<file path="src/rtl/ffra_pkg.sv">
// ----------------------------------------------------------------------------
// ffra_pkg
// Shared codes and field widths for the first-fit region allocator.
// ----------------------------------------------------------------------------
`default_nettype none

package ffra_pkg;

    // Fixed widths of the command and result words
    localparam int FIELD_W   = 48;
    localparam int CMD_W     = 2;
    localparam int STATUS_W  = 2;
    localparam int CFG_IDX_W = 1;

    typedef logic [CMD_W-1:0]     t_cmd;
    typedef logic [STATUS_W-1:0]  t_status;
    typedef logic [CFG_IDX_W-1:0] t_cfg_idx;
    typedef logic [FIELD_W-1:0]   t_field;

    // Commands
    localparam t_cmd CMD_ALLOC    = 2'd0;
    localparam t_cmd CMD_ALLOC_AT = 2'd1;
    localparam t_cmd CMD_FREE     = 2'd2;

    // Result status
    localparam t_status ST_OK       = 2'd0;
    localparam t_status ST_NOSPACE  = 2'd1;
    localparam t_status ST_FULL     = 2'd2;
    localparam t_status ST_NOTFOUND = 2'd3;

    // Configuration register indexes
    localparam t_cfg_idx CFG_WINDOW_BASE   = 1'b0;
    localparam t_cfg_idx CFG_WINDOW_LENGTH = 1'b1;

endpackage

`default_nettype wire

</file>
<file path="src/rtl/first_fit_region_allocator.sv">
// ----------------------------------------------------------------------------
// first_fit_region_allocator
// First-fit allocator of page-rounded regions inside an address window.
// ----------------------------------------------------------------------------
// Usage:
//   Command channel: i_cmd, i_req_address, i_req_length are taken at a rising
//   edge where start is high and busy is low. busy stays high until the
//   result word has been launched.
//   Result channel: o_status, o_region_base, o_region_length are valid for
//   exactly one cycle, flagged by o_done. The receiver cannot stall; a
//   word not taken on that cycle is gone.
//   Config port: i_cfg_we / i_cfg_index / i_cfg_wdata write the window base
//   (index 0) and window length (index 1); write only while busy is low.
//   Flow: a command rejected up front (full table, empty table on a free,
//   rounding overflow, unknown command) answers from S_CHECK, after S_PREP.
//   A search walks the stored regions at one per cycle; an insert or a
//   removal then shifts the tail of the table at one entry per cycle.
//   Worst case is an allocate-at that scans MAX_REGIONS-1 entries and then
//   shifts all of them up. Throughput is set by the single read port of the
//   region table memory, which both the search and the shift walk through.
//   Reset: synchronous, active low. Clears the region count and the window
//   registers; table contents are left as is and never read before written.
// ----------------------------------------------------------------------------
`default_nettype none

module first_fit_region_allocator
    import ffra_pkg::*;
#(
    parameter int MAX_REGIONS = 16,
    parameter int PAGE_SHIFT  = 12,
    parameter int ADDR_BITS   = 48
) (
    input  wire logic     i_clk,
    input  wire logic     i_rst_n,
    // command
    input  wire logic     start,
    output logic          busy,
    input  wire t_cmd     i_cmd,
    input  wire t_field   i_req_address,
    input  wire t_field   i_req_length,
    // result
    output logic          o_done,
    output t_status       o_status,
    output t_field        o_region_base,
    output t_field        o_region_length,
    // config
    input  wire logic     i_cfg_we,
    input  wire t_cfg_idx i_cfg_index,
    input  wire t_field   i_cfg_wdata
);

    localparam int AW = ADDR_BITS;
    localparam int IW = (MAX_REGIONS > 1) ? $clog2(MAX_REGIONS) : 1;
    localparam int CW = $clog2(MAX_REGIONS + 1);

    // Page mask and rounding limit, worked out wide so any PAGE_SHIFT fits
    localparam logic [64:0] PGM_WIDE   = (65'd1 << PAGE_SHIFT) - 65'd1;
    localparam logic [64:0] AMASK_WIDE = (65'd1 << AW) - 65'd1;
    localparam bit          ROUND_OK   = (PGM_WIDE <= AMASK_WIDE);
    localparam logic [AW-1:0] PG_MASK   = AW'(PGM_WIDE);
    localparam logic [AW-1:0] RND_LIMIT = ROUND_OK ? AW'(AMASK_WIDE - PGM_WIDE) : '0;
    localparam logic [AW-1:0] ADDR_MAX  = '1;
    localparam logic [CW-1:0] COUNT_MAX = CW'(MAX_REGIONS);

    // Sequencer states
    localparam logic [2:0] S_IDLE  = 3'd0;
    localparam logic [2:0] S_PREP  = 3'd1;  // wide sums
    localparam logic [2:0] S_CHECK = 3'd2;  // rounding, early rejects
    localparam logic [2:0] S_SCAN  = 3'd3;  // walk the table
    localparam logic [2:0] S_TAIL  = 3'd4;  // gap after the last region
    localparam logic [2:0] S_INS   = 3'd5;  // shift up from the end, drop new entry in
    localparam logic [2:0] S_PUT   = 3'd6;  // write new entry at slot 0 / empty table
    localparam logic [2:0] S_REM   = 3'd7;  // shift down over the freed slot

    typedef struct packed {
        logic [AW-1:0] base;
        logic [AW-1:0] len;
    } t_entry;

    // ------------------------------------------------------------------------
    // Registers
    // ------------------------------------------------------------------------
    logic [2:0]    r_state, n_state;
    t_cmd          r_cmd;
    logic [AW-1:0] r_addr, r_len;
    logic [AW-1:0] r_wbase, r_wlen;
    logic [CW-1:0] r_count, n_count;

    logic [AW:0]   r_sum;       // addr + len
    logic [AW:0]   r_osum;      // page offset of addr + len
    logic [AW-1:0] r_wend;      // saturated window end
    logic          r_rlen_ok;
    logic [AW-1:0] r_rlen;      // length rounded up to pages

    logic [AW-1:0] r_nbase, n_nbase;   // new region
    logic [AW-1:0] r_nlen, n_nlen;
    logic [AW-1:0] r_end, n_end;       // allocate-at end bound
    logic [AW-1:0] r_cursor, n_cursor; // first-fit running end

    logic [CW-1:0] r_rd_idx, n_rd_idx;
    logic [IW-1:0] r_put_idx, n_put_idx;

    // table memory, one read and one write port
    t_entry        mem [MAX_REGIONS];
    logic          rd_en;
    logic [IW-1:0] rd_addr;
    logic          wr_en;
    logic [IW-1:0] wr_addr;
    t_entry        wr_data;
    t_entry        r_q;
    logic          r_q_vld;
    logic [IW-1:0] r_q_idx;

    // scan stage A: end and clamped gap end of one entry
    logic          r_a_vld;
    logic [IW-1:0] r_a_idx;
    logic [AW-1:0] r_a_base, r_a_end, r_a_gend;

    // result word
    logic          r_done;
    t_status       r_status;
    t_field        r_out_base, r_out_len;

    // ------------------------------------------------------------------------
    // Datapath helpers
    // ------------------------------------------------------------------------
    logic [AW:0]   prep_wsum;
    logic [AW:0]   a_sum;
    logic [AW-1:0] a_end, a_gend;
    logic          chk_end_ok;
    logic [AW-1:0] chk_end, chk_olen, chk_start;
    logic          b_fit, b_overlap, b_match, b_last, b_hit;
    logic          tail_fit;
    logic [IW-1:0] last_idx;
    logic          q_above;

    assign prep_wsum = {1'b0, r_wbase} + {1'b0, r_wlen};

    assign a_sum  = {1'b0, r_q.base} + {1'b0, r_q.len};
    assign a_end  = a_sum[AW] ? ADDR_MAX : a_sum[AW-1:0];
    assign a_gend = (r_q.base < r_wend) ? r_q.base : r_wend;

    assign chk_end_ok = ROUND_OK && !r_sum[AW] && (r_sum[AW-1:0] <= RND_LIMIT);
    assign chk_end    = (r_sum[AW-1:0] + PG_MASK) & ~PG_MASK;
    // end - start equals the rounded sum of the page offset and the length
    assign chk_olen   = (r_osum[AW-1:0] + PG_MASK) & ~PG_MASK;
    assign chk_start  = r_addr & ~PG_MASK;

    assign last_idx  = IW'(r_count - CW'(1));
    assign b_fit     = {1'b0, r_a_gend} >= ({1'b0, r_cursor} + {1'b0, r_nlen});
    assign b_overlap = (r_nbase < r_a_end) && (r_end > r_a_base);
    assign b_match   = (r_a_base == r_addr);
    assign b_last    = (r_a_idx == last_idx);
    assign tail_fit  = {1'b0, r_wend} >= ({1'b0, r_cursor} + {1'b0, r_nlen});
    assign q_above   = r_q.base > r_nbase;

    always_comb begin
        case (r_cmd)
            CMD_ALLOC:    b_hit = b_fit;
            CMD_ALLOC_AT: b_hit = b_overlap;
            default:      b_hit = b_match;
        endcase
    end

    // ------------------------------------------------------------------------
    // Sequencer
    // ------------------------------------------------------------------------
    logic    fin;
    t_status fin_status;
    logic    fin_region;

    always_comb begin
        n_state    = r_state;
        n_count    = r_count;
        n_nbase    = r_nbase;
        n_nlen     = r_nlen;
        n_end      = r_end;
        n_cursor   = r_cursor;
        n_rd_idx   = r_rd_idx;
        n_put_idx  = r_put_idx;
        rd_en      = 1'b0;
        rd_addr    = r_rd_idx[IW-1:0];
        wr_en      = 1'b0;
        wr_addr    = r_put_idx;
        wr_data    = '{base: r_nbase, len: r_nlen};
        fin        = 1'b0;
        fin_status = ST_OK;
        fin_region = 1'b0;

        case (r_state)
            S_IDLE: begin
                if (start) begin
                    n_state = S_PREP;
                end
            end

            S_PREP: begin
                n_state = S_CHECK;
            end

            S_CHECK: begin
                case (r_cmd)
                    CMD_ALLOC: begin
                        if (r_count >= COUNT_MAX) begin
                            fin        = 1'b1;
                            fin_status = ST_FULL;
                        end else if (!r_rlen_ok) begin
                            fin        = 1'b1;
                            fin_status = ST_NOSPACE;
                        end else begin
                            n_nlen   = r_rlen;
                            n_cursor = r_wbase;
                            n_rd_idx = '0;
                            n_state  = (r_count == '0) ? S_TAIL : S_SCAN;
                        end
                    end
                    CMD_ALLOC_AT: begin
                        if (r_count >= COUNT_MAX) begin
                            fin        = 1'b1;
                            fin_status = ST_FULL;
                        end else if (!chk_end_ok) begin
                            fin        = 1'b1;
                            fin_status = ST_NOSPACE;
                        end else begin
                            n_nbase = chk_start;
                            n_nlen  = chk_olen;
                            n_end   = chk_end;
                            if (r_count == '0) begin
                                n_put_idx = '0;
                                n_state   = S_PUT;
                            end else begin
                                n_rd_idx = '0;
                                n_state  = S_SCAN;
                            end
                        end
                    end
                    CMD_FREE: begin
                        if (r_count == '0) begin
                            fin        = 1'b1;
                            fin_status = ST_NOTFOUND;
                        end else begin
                            n_rd_idx = '0;
                            n_state  = S_SCAN;
                        end
                    end
                    default: begin
                        fin        = 1'b1;
                        fin_status = ST_NOSPACE;
                    end
                endcase
            end

            S_SCAN: begin
                // stop issuing once stage B has decided
                if (!(r_a_vld && (b_hit || b_last)) && (r_rd_idx < r_count)) begin
                    rd_en    = 1'b1;
                    n_rd_idx = r_rd_idx + CW'(1);
                end
                if (r_a_vld) begin
                    case (r_cmd)
                        CMD_ALLOC: begin
                            if (b_fit) begin
                                n_nbase  = r_cursor;
                                n_rd_idx = r_count;
                                n_state  = S_INS;
                            end else begin
                                if (r_a_end > r_cursor) begin
                                    n_cursor = r_a_end;
                                end
                                if (b_last) begin
                                    n_state = S_TAIL;
                                end
                            end
                        end
                        CMD_ALLOC_AT: begin
                            if (b_overlap) begin
                                fin        = 1'b1;
                                fin_status = ST_NOSPACE;
                            end else if (b_last) begin
                                n_rd_idx = r_count;
                                n_state  = S_INS;
                            end
                        end
                        default: begin
                            if (b_match) begin
                                if (b_last) begin
                                    n_count = r_count - CW'(1);
                                    fin     = 1'b1;
                                end else begin
                                    n_rd_idx = CW'(r_a_idx) + CW'(1);
                                    n_state  = S_REM;
                                end
                            end else if (b_last) begin
                                fin        = 1'b1;
                                fin_status = ST_NOTFOUND;
                            end
                        end
                    endcase
                end
            end

            S_TAIL: begin
                if (tail_fit) begin
                    n_nbase = r_cursor;
                    if (r_count == '0) begin
                        n_put_idx = '0;
                        n_state   = S_PUT;
                    end else begin
                        n_rd_idx = r_count;
                        n_state  = S_INS;
                    end
                end else begin
                    fin        = 1'b1;
                    fin_status = ST_NOSPACE;
                end
            end

            S_INS: begin
                // walk down from the last entry; r_rd_idx is one past the next read
                if (!(r_q_vld && !q_above) && (r_rd_idx != '0)) begin
                    rd_en    = 1'b1;
                    rd_addr  = IW'(r_rd_idx - CW'(1));
                    n_rd_idx = r_rd_idx - CW'(1);
                end
                if (r_q_vld) begin
                    wr_en   = 1'b1;
                    wr_addr = r_q_idx + IW'(1);
                    if (q_above) begin
                        wr_data = r_q;
                        if (r_q_idx == '0) begin
                            n_put_idx = '0;
                            n_state   = S_PUT;
                        end
                    end else begin
                        n_count    = r_count + CW'(1);
                        fin        = 1'b1;
                        fin_region = 1'b1;
                    end
                end
            end

            S_PUT: begin
                wr_en      = 1'b1;
                n_count    = r_count + CW'(1);
                fin        = 1'b1;
                fin_region = 1'b1;
            end

            S_REM: begin
                if (r_rd_idx < r_count) begin
                    rd_en    = 1'b1;
                    n_rd_idx = r_rd_idx + CW'(1);
                end
                if (r_q_vld) begin
                    wr_en   = 1'b1;
                    wr_addr = r_q_idx - IW'(1);
                    wr_data = r_q;
                    if (r_q_idx == last_idx) begin
                        n_count = r_count - CW'(1);
                        fin     = 1'b1;
                    end
                end
            end

            default: begin
                n_state = S_IDLE;
            end
        endcase

        if (fin) begin
            n_state = S_IDLE;
        end
    end

    // ------------------------------------------------------------------------
    // Table memory
    // ------------------------------------------------------------------------
    always_ff @(posedge i_clk) begin
        if (wr_en) begin
            mem[wr_addr] <= wr_data;
        end
        if (rd_en) begin
            r_q <= mem[rd_addr];
        end
    end

    // ------------------------------------------------------------------------
    // Control registers
    // ------------------------------------------------------------------------
    always_ff @(posedge i_clk) begin
        if (!i_rst_n) begin
            r_state <= S_IDLE;
            r_count <= '0;
            r_q_vld <= 1'b0;
            r_a_vld <= 1'b0;
            r_done  <= 1'b0;
            r_wbase <= '0;
            r_wlen  <= '0;
        end else begin
            r_state <= n_state;
            r_count <= n_count;
            r_q_vld <= rd_en;
            r_a_vld <= r_q_vld && (r_state == S_SCAN) && (n_state == S_SCAN);
            r_done  <= fin;
            if (i_cfg_we) begin
                case (i_cfg_index)
                    CFG_WINDOW_BASE:   r_wbase <= AW'(i_cfg_wdata);
                    CFG_WINDOW_LENGTH: r_wlen  <= AW'(i_cfg_wdata);
                    default: ;
                endcase
            end
        end
    end

    // ------------------------------------------------------------------------
    // Payload registers
    // ------------------------------------------------------------------------
    always_ff @(posedge i_clk) begin
        r_nbase   <= n_nbase;
        r_nlen    <= n_nlen;
        r_end     <= n_end;
        r_cursor  <= n_cursor;
        r_rd_idx  <= n_rd_idx;
        r_put_idx <= n_put_idx;

        if (r_state == S_IDLE && start) begin
            r_cmd  <= i_cmd;
            r_addr <= AW'(i_req_address);
            r_len  <= AW'(i_req_length);
        end

        if (r_state == S_PREP) begin
            r_sum     <= {1'b0, r_addr} + {1'b0, r_len};
            r_osum    <= {1'b0, r_addr & PG_MASK} + {1'b0, r_len};
            r_wend    <= prep_wsum[AW] ? ADDR_MAX : prep_wsum[AW-1:0];
            r_rlen_ok <= ROUND_OK && (r_len <= RND_LIMIT);
            r_rlen    <= (r_len + PG_MASK) & ~PG_MASK;
        end

        if (rd_en) begin
            r_q_idx <= rd_addr;
        end

        r_a_idx  <= r_q_idx;
        r_a_base <= r_q.base;
        r_a_end  <= a_end;
        r_a_gend <= a_gend;

        if (fin) begin
            r_status   <= fin_status;
            r_out_base <= fin_region ? FIELD_W'(r_nbase) : '0;
            r_out_len  <= fin_region ? FIELD_W'(r_nlen) : '0;
        end
    end

    assign busy            = (r_state != S_IDLE);
    assign o_done          = r_done;
    assign o_status        = r_status;
    assign o_region_base   = r_out_base;
    assign o_region_length = r_out_len;

endmodule

`default_nettype wire

</file>
<file path="config.mk">
export PLATFORM = sky130hd
export DESIGN_NAME = first_fit_region_allocator
export DESIGN_NICKNAME = d
export VERILOG_FILES = /design/src/rtl/ffra_pkg.sv /design/src/rtl/first_fit_region_allocator.sv
export SDC_FILE = /design/constraint.sdc
export NUM_CORES = 2
export LEC_CHECK = 0
export ABC_AREA = 1
export BUFFER_PORTS_ARGS = -buffer_cell sky130_fd_sc_hd__buf_2
export CORE_AREA = 4 4 583 585
export CTS_CLUSTER_SIZE = 28
export DETAILED_ROUTE_END_ITERATION = 8
export DIE_AREA = 0 0 587 589
export SYNTH_ARGS = -nofsm -noshare
export SYNTH_HDL_FRONTEND = slang
export SYNTH_SLANG_ARGS = --single-unit
</file>
<file path="constraint.sdc">
create_clock -name i_clk -period 15.2 [get_ports i_clk]
set_input_delay 3.04 -clock i_clk [delete_from_list [all_inputs] [get_ports i_clk]]
set_output_delay 3.04 -clock i_clk [all_outputs]
set_load 0.02 [all_outputs]
</file>
---- After elaboration in Yosys (flattened, before gate mapping) ----
Memory sizes are Yosys's and may differ from the RTL's. A register that Yosys moved wholly into a read port is not among the register bits.
Cells that the tools add are included.
storage, ports and cells
  register bits ........................... 826
  RAM bits ................................ 1536
  bits of input ports ..................... 151
  output and inout port bits .............. 100
  word-level logic and storage cells ...... 271
  memories ................................ 1
operators by class
  $add $sub $neg .......................... 15
  magnitude comparators ................... 11
  eq/ne operators ......................... 45
  mux-type cells .......................... 131
  bitwise operators ....................... 2
  reduce and logical (&&, ||, !) cells .... 37
memory list
  memory  depth  bits a word  rd ports  clocked after Yosys merged registers in  write ports  line                               source
  mem     16     96           1         1                                        1            first_fit_region_allocator.sv:104  t_entry mem [MAX_REGIONS];
operator list
  operator                number
  $mux 48                 19
  $mux 96                 3
  $add 48x48->49          4
  $pmux 48 s2             2
  $pmux 96 s2             1
  $add 48x12->48 const B  3
  $gt 48x48->1            3
  $pmux 48 s3             1
  $mux 5                  24
  $ge 48x49->1            2
  $le 48x48->1 const B    2
  $lt 48x48->1            2
  $mux 3                  20
  $ne 2x2->1 const B      26
  $add 12x48->48          1
  $eq 48x48->1            1
  $mux 4                  12
  $pmux 5 s5              1
  $reduce_and 8->1        3
  $mux 1                  23
  $pmux 5 s4              1
  $pmux 3 s6              1
  $pmux 5 s3              1
  $mux 2                  7
  other kinds (44)        78

---- Depth between registers and ports, before layout ----
  word-level depth ........................ 13
  depth in mapped cells ................... 36
  depth with buffers taken out ............ 36

---- Worst setup path after synthesis ----
OpenSTA, ideal clock, no wires.
  path type ............................... register to register
  from .................................... reg r_state[1]
  to ...................................... reg r_osum[12], enable pin
  library setup time ...................... 702 ps
  arrival ................................. 7817 ps
  data required time ...................... 14498 ps
  path slack .............................. 6682 ps
  cell stages (with the launch flop) ...... 5
  clock period less this slack ............ 8518 ps
  cells stage by stage .................... dfxtp_1 clkbuf_1 nor2_1 inv_1 nor2_1
on the way
  cells in the longest elaborated chain, start to end .. 1
RTL lines
  what                    line                               source
  from (decl)             first_fit_region_allocator.sv:83   logic [2:0] r_state, n_state;
  from (signal assigned)  first_fit_region_allocator.sv:400  r_state <= n_state;
  $eq 3x1->1              first_fit_region_allocator.sv:432  if (r_state == S_PREP) begin
  to (signal assigned)    first_fit_region_allocator.sv:434  r_osum <= {1'b0, r_addr & PG_MASK} + {1'b0, r_len};
  to (decl)               first_fit_region_allocator.sv:90   logic [AW:0] r_osum;
No other way between the ends.
A chain may end at the register's enable or synchronous reset.

---- Worst setup path after layout ----
  from .................................... reg r_nlen[14]
  to ...................................... reg, netlist name r_q[75]
on the way
  cells in the longest elaborated chain, start to end .. 9
RTL lines
  what                    line                               source
  from (decl)             first_fit_region_allocator.sv:96   logic [AW-1:0] r_nlen, n_nlen;
  from (signal assigned)  first_fit_region_allocator.sv:420  r_nlen <= n_nlen;
  $add 48x48->49          first_fit_region_allocator.sv:150  assign b_fit = {1'b0, r_a_gend} >= ({1'b0, r_cursor} + {1'b0, r_nlen});
  $ge 48x49->1            first_fit_region_allocator.sv:150
  $pmux 1 s2              first_fit_region_allocator.sv:158  case (r_cmd)
  $logic_or 1x1->1        first_fit_region_allocator.sv:255  if (!(r_a_vld && (b_hit || b_last)) && (r_rd_idx < r_count)) begin
  $logic_and 1x1->1       first_fit_region_allocator.sv:255
  $logic_not 1->1         first_fit_region_allocator.sv:255
  $logic_and 1x1->1       first_fit_region_allocator.sv:255
  $mux 1                  first_fit_region_allocator.sv:255
  $pmux 1 s3              first_fit_region_allocator.sv:190  case (r_state)
  net rd_en               first_fit_region_allocator.sv:105  logic rd_en;
The timed path passes the listed nets, and every way through them passes these cells.

==> results.toml <==
[place]
io_buffer_count = 238
preCtsSetupSlack_ns = 7.53
placed_area_um2 = 123000
dp_hpwl_um = 290000
dp.cells = 15694
gp_congestion = 1.00

[floorplanning]
die_area_um2 = 346000
io_pins = 251
initial_core_util_pct = 34.9
dieHeight_um = 589
fp.coreArea_um2 = 335000
num_rows = 213
fp.dieW_um = 587

[routing]
drt_iter0_markers = 9742
firstDrtPassIters = 8
vias_per_cell = 5.39
post_drt_wl_per_cell_um = 26.4
drt_wl_total_um = 427000
antenna_left = 0
drc = 0
vias = 87160

[sta]
fin_crit_sh_pct = 51.3
slew_headroom_pct = 8.65
setup_viol = 0
max_freq_mhz = 128
maxSlewViolCount = 0
hold_ws_ns = 0.432
worst_pin_slew_ns = 1.37
hold_viol = 0
layout_min_cycle_time_ns = 7.80
finalSetupTns_ns = 0
rsz0062_at_grt = "false"
fin_skew_ns = 0.0698
fin_ws_ns = 7.40

[critical_path]
critPathMaxStageDelay_ns = 0.79
cp_data_arrival_time_ns = 8.24
slowest_stage = "buf_4"
crit_path_end_kind = "flip-flop"
start_kind = "flip-flop"
crit_top_cell = "nand2_1"
worstPathRequired_ns = 15.64
r2r_cells = 36
path_depth = 36
cp_top_family = "simple AND/OR/NAND/NOR gates"
startpoint = "r_nlen[14]$_DFFE_PP_"
cp_num_buf_inv = 3
r2r_end = "r_q[75]$_DFFE_PP_"
path_max_fanout = 51
crit_type = "flip-flop to flip-flop"
timing.rr.start = "r_nlen[14]$_DFFE_PP_"
timing.reg2reg.setup_slack_ns = 7.40

[logic_synthesis]
synthCells = 11379
synthArstFlopShare_pct = 0
ys_top_cells_by_count = "nand2_1 (2733), edfxtp_1 (2167), inv_1 (1195)"
netlist_area_um2 = 117000
synth_cell_types = 67
yosys.area.top_type_share_pct = 55.7
yosysMostFrequentCell = "nand2_1"
yosysTopAreaCell = "edfxtp_1"
yosysWarnings = 0
synth-seq-cells = 2422
synth-edff-count = 2167
ys_seq_area_share_pct = 60.1
syn_area_per_cell_um2 = 10.3
synthFlopType = "edfxtp_1"
yosys-top-cells-area = "edfxtp_1 (56%), nand2_1 (8.8%), ha_1 (5.5%), dfxtp_1 (4.4%), inv_1 (3.8%)"

[final_layout]
final_util_pct = 39.4
final_layout_size_suffix_gt1_share_pct = 8.74
layout.cells.non_filler = 16182
final_cell_area_um2 = 132000
areaGrowthSynthToFinish_pct = 13.0
nets = 12231

[pwr]
p_leak_nw = 52.0
power_density_nw_per_um2 = 171
vdd_drop_max_mv = 0.115
power_mw = 22.6

[clocking]
cts_root_buf = "clkbuf_16"
htreeDepth = 5
postCtsHoldBufs = 0
post-cts-setup-buffers = 0
clk_latency_ns = 0.88
cts.path.max_buffers = 4
clk_pin_slew_worst_paths_ns = 0.06
cts_resized = 0
cts_tree = "yes"
cts.sinks = 2422
cts_buffers = 272

[worst_hold_path]
hold_depth = 0
hp-class = "flip-flop to flip-flop"
worstHoldStart = "r_q_idx[3]$_DFFE_PP_"
hold-path-endpoint = "r_a_idx[3]$_DFF_P_"

[global_routing]
grt_max_degree = 197
grt_overflow = 0
busiest_layer = "met2"
antenna_found_initial = 30
met2_usage_pct = 36.3
met3_usage_pct = 3.38
grt_first_pass_wirelength_um = 599000
grt.total_usage_pct = 23.8
grt_pass1_vias = 80608
met1_usage_pct = 32.9

[flow_run]
drv_cap = 0

[status]
status = "finished clean"
## where the power goes
group          total, mW  switching (mW)  leakage, nW  internal [mW]
combinational       7.16            5.18         25.7           1.98
clock               6.52            2.72         4.19           3.81
sequential          8.90           0.628         22.1           8.27
total               22.6            8.53         52.0           14.1
## cells by family (layout without fill, tap and decap cells)
logic type                 count (synthesis)  count (layout)  synth area share [%]
other                                      1              27               0.00321
xor gates and xnor gates                 272             272                  2.04
AOI/OAI and AO/OA                       1844            1844                  9.95
adders and majority gates                518             518                  5.57
buffers and inverters                   1692            2062                  5.74
DFF                                     2422            2422                  60.1
and+or+nand+nor                         4630            4630                  16.6
## sequential cells by signal, summed over array words and instances (netlist names), 48 cells and up
| register | count |
|---|---|
| r_wlen | 48 |
| r_a_end | 48 |
| r_len | 48 |
| r_nbase | 48 |
| r_q | 96 |
| r_cursor | 48 |
| o_region_base | 48 |
| r_a_base | 48 |
| r_wbase | 48 |
| r_addr | 48 |
| mem | 1536 |
| r_sum | 49 |
| r_a_gend | 48 |
| r_wend | 48 |
## worst max-delay path by stage
stage                           endpoint
CTS                    r_q[75]$_DFFE_PP_
detailed placement     r_q[75]$_DFFE_PP_
global placement       r_q[75]$_DFFE_PP_
finish                 r_q[75]$_DFFE_PP_
global route           r_q[75]$_DFFE_PP_
floorplan           r_osum[12]$_DFFE_PP_
## layer usage
metal	vias to the layer above	wire length, um
li1	40043	-
met1	42736	182000
met2	3671	187000
met3	704	32400
met4	6	25700
met5	-	44
## cell usage in the layout (no fill, tap or decap), types with 13 or more instances in the layout
master	netlist	routed
a21boi_0	13	13
a21o_1	18	18
a21oi_1	426	426
a31oi_1	42	40
buf_12	0	15
buf_2	215	238
buf_4	15	134
bufinv_16	0	20
clkbuf_1	213	53
clkbuf_16	0	288
clkinv_1	1	47
clkinv_2	0	33
clkinvlp_4	0	13
dfxtp_1	255	254
diode_2	0	15
edfxtp_1	2167	2167
ha_1	514	514
inv_1	1195	1188
nand2_1	2733	2730
nand2_2	19	16
nand3_1	703	703
nand4_1	111	111
nor2_1	734	713
nor2_2	13	14
nor2_4	4	24
nor3_1	76	75
nor4_1	69	66
o211ai_1	498	498
o21a_1	32	32
o21ai_0	516	516
o21ai_1	32	31
o21bai_1	16	16
o221ai_1	181	139
o221ai_2	0	38
or2_1	23	23
or2_2	112	112
xnor2_1	86	86
xor2_1	186	186
## cell type report
class / instances / area, um^2
multi-input cells: 7276 / 40600
fillers: 32543 / 203000
inverters: 1203 / 4550
clock inverters: 129 / 1200
diodes: 15 / 37.5
repair buffers: 387 / 2500
flip-flops and latches: 2422 / 70200
clock buffers: 343 / 7430
well taps: 4407 / 5510
Power figures use the tool's default switching activity.
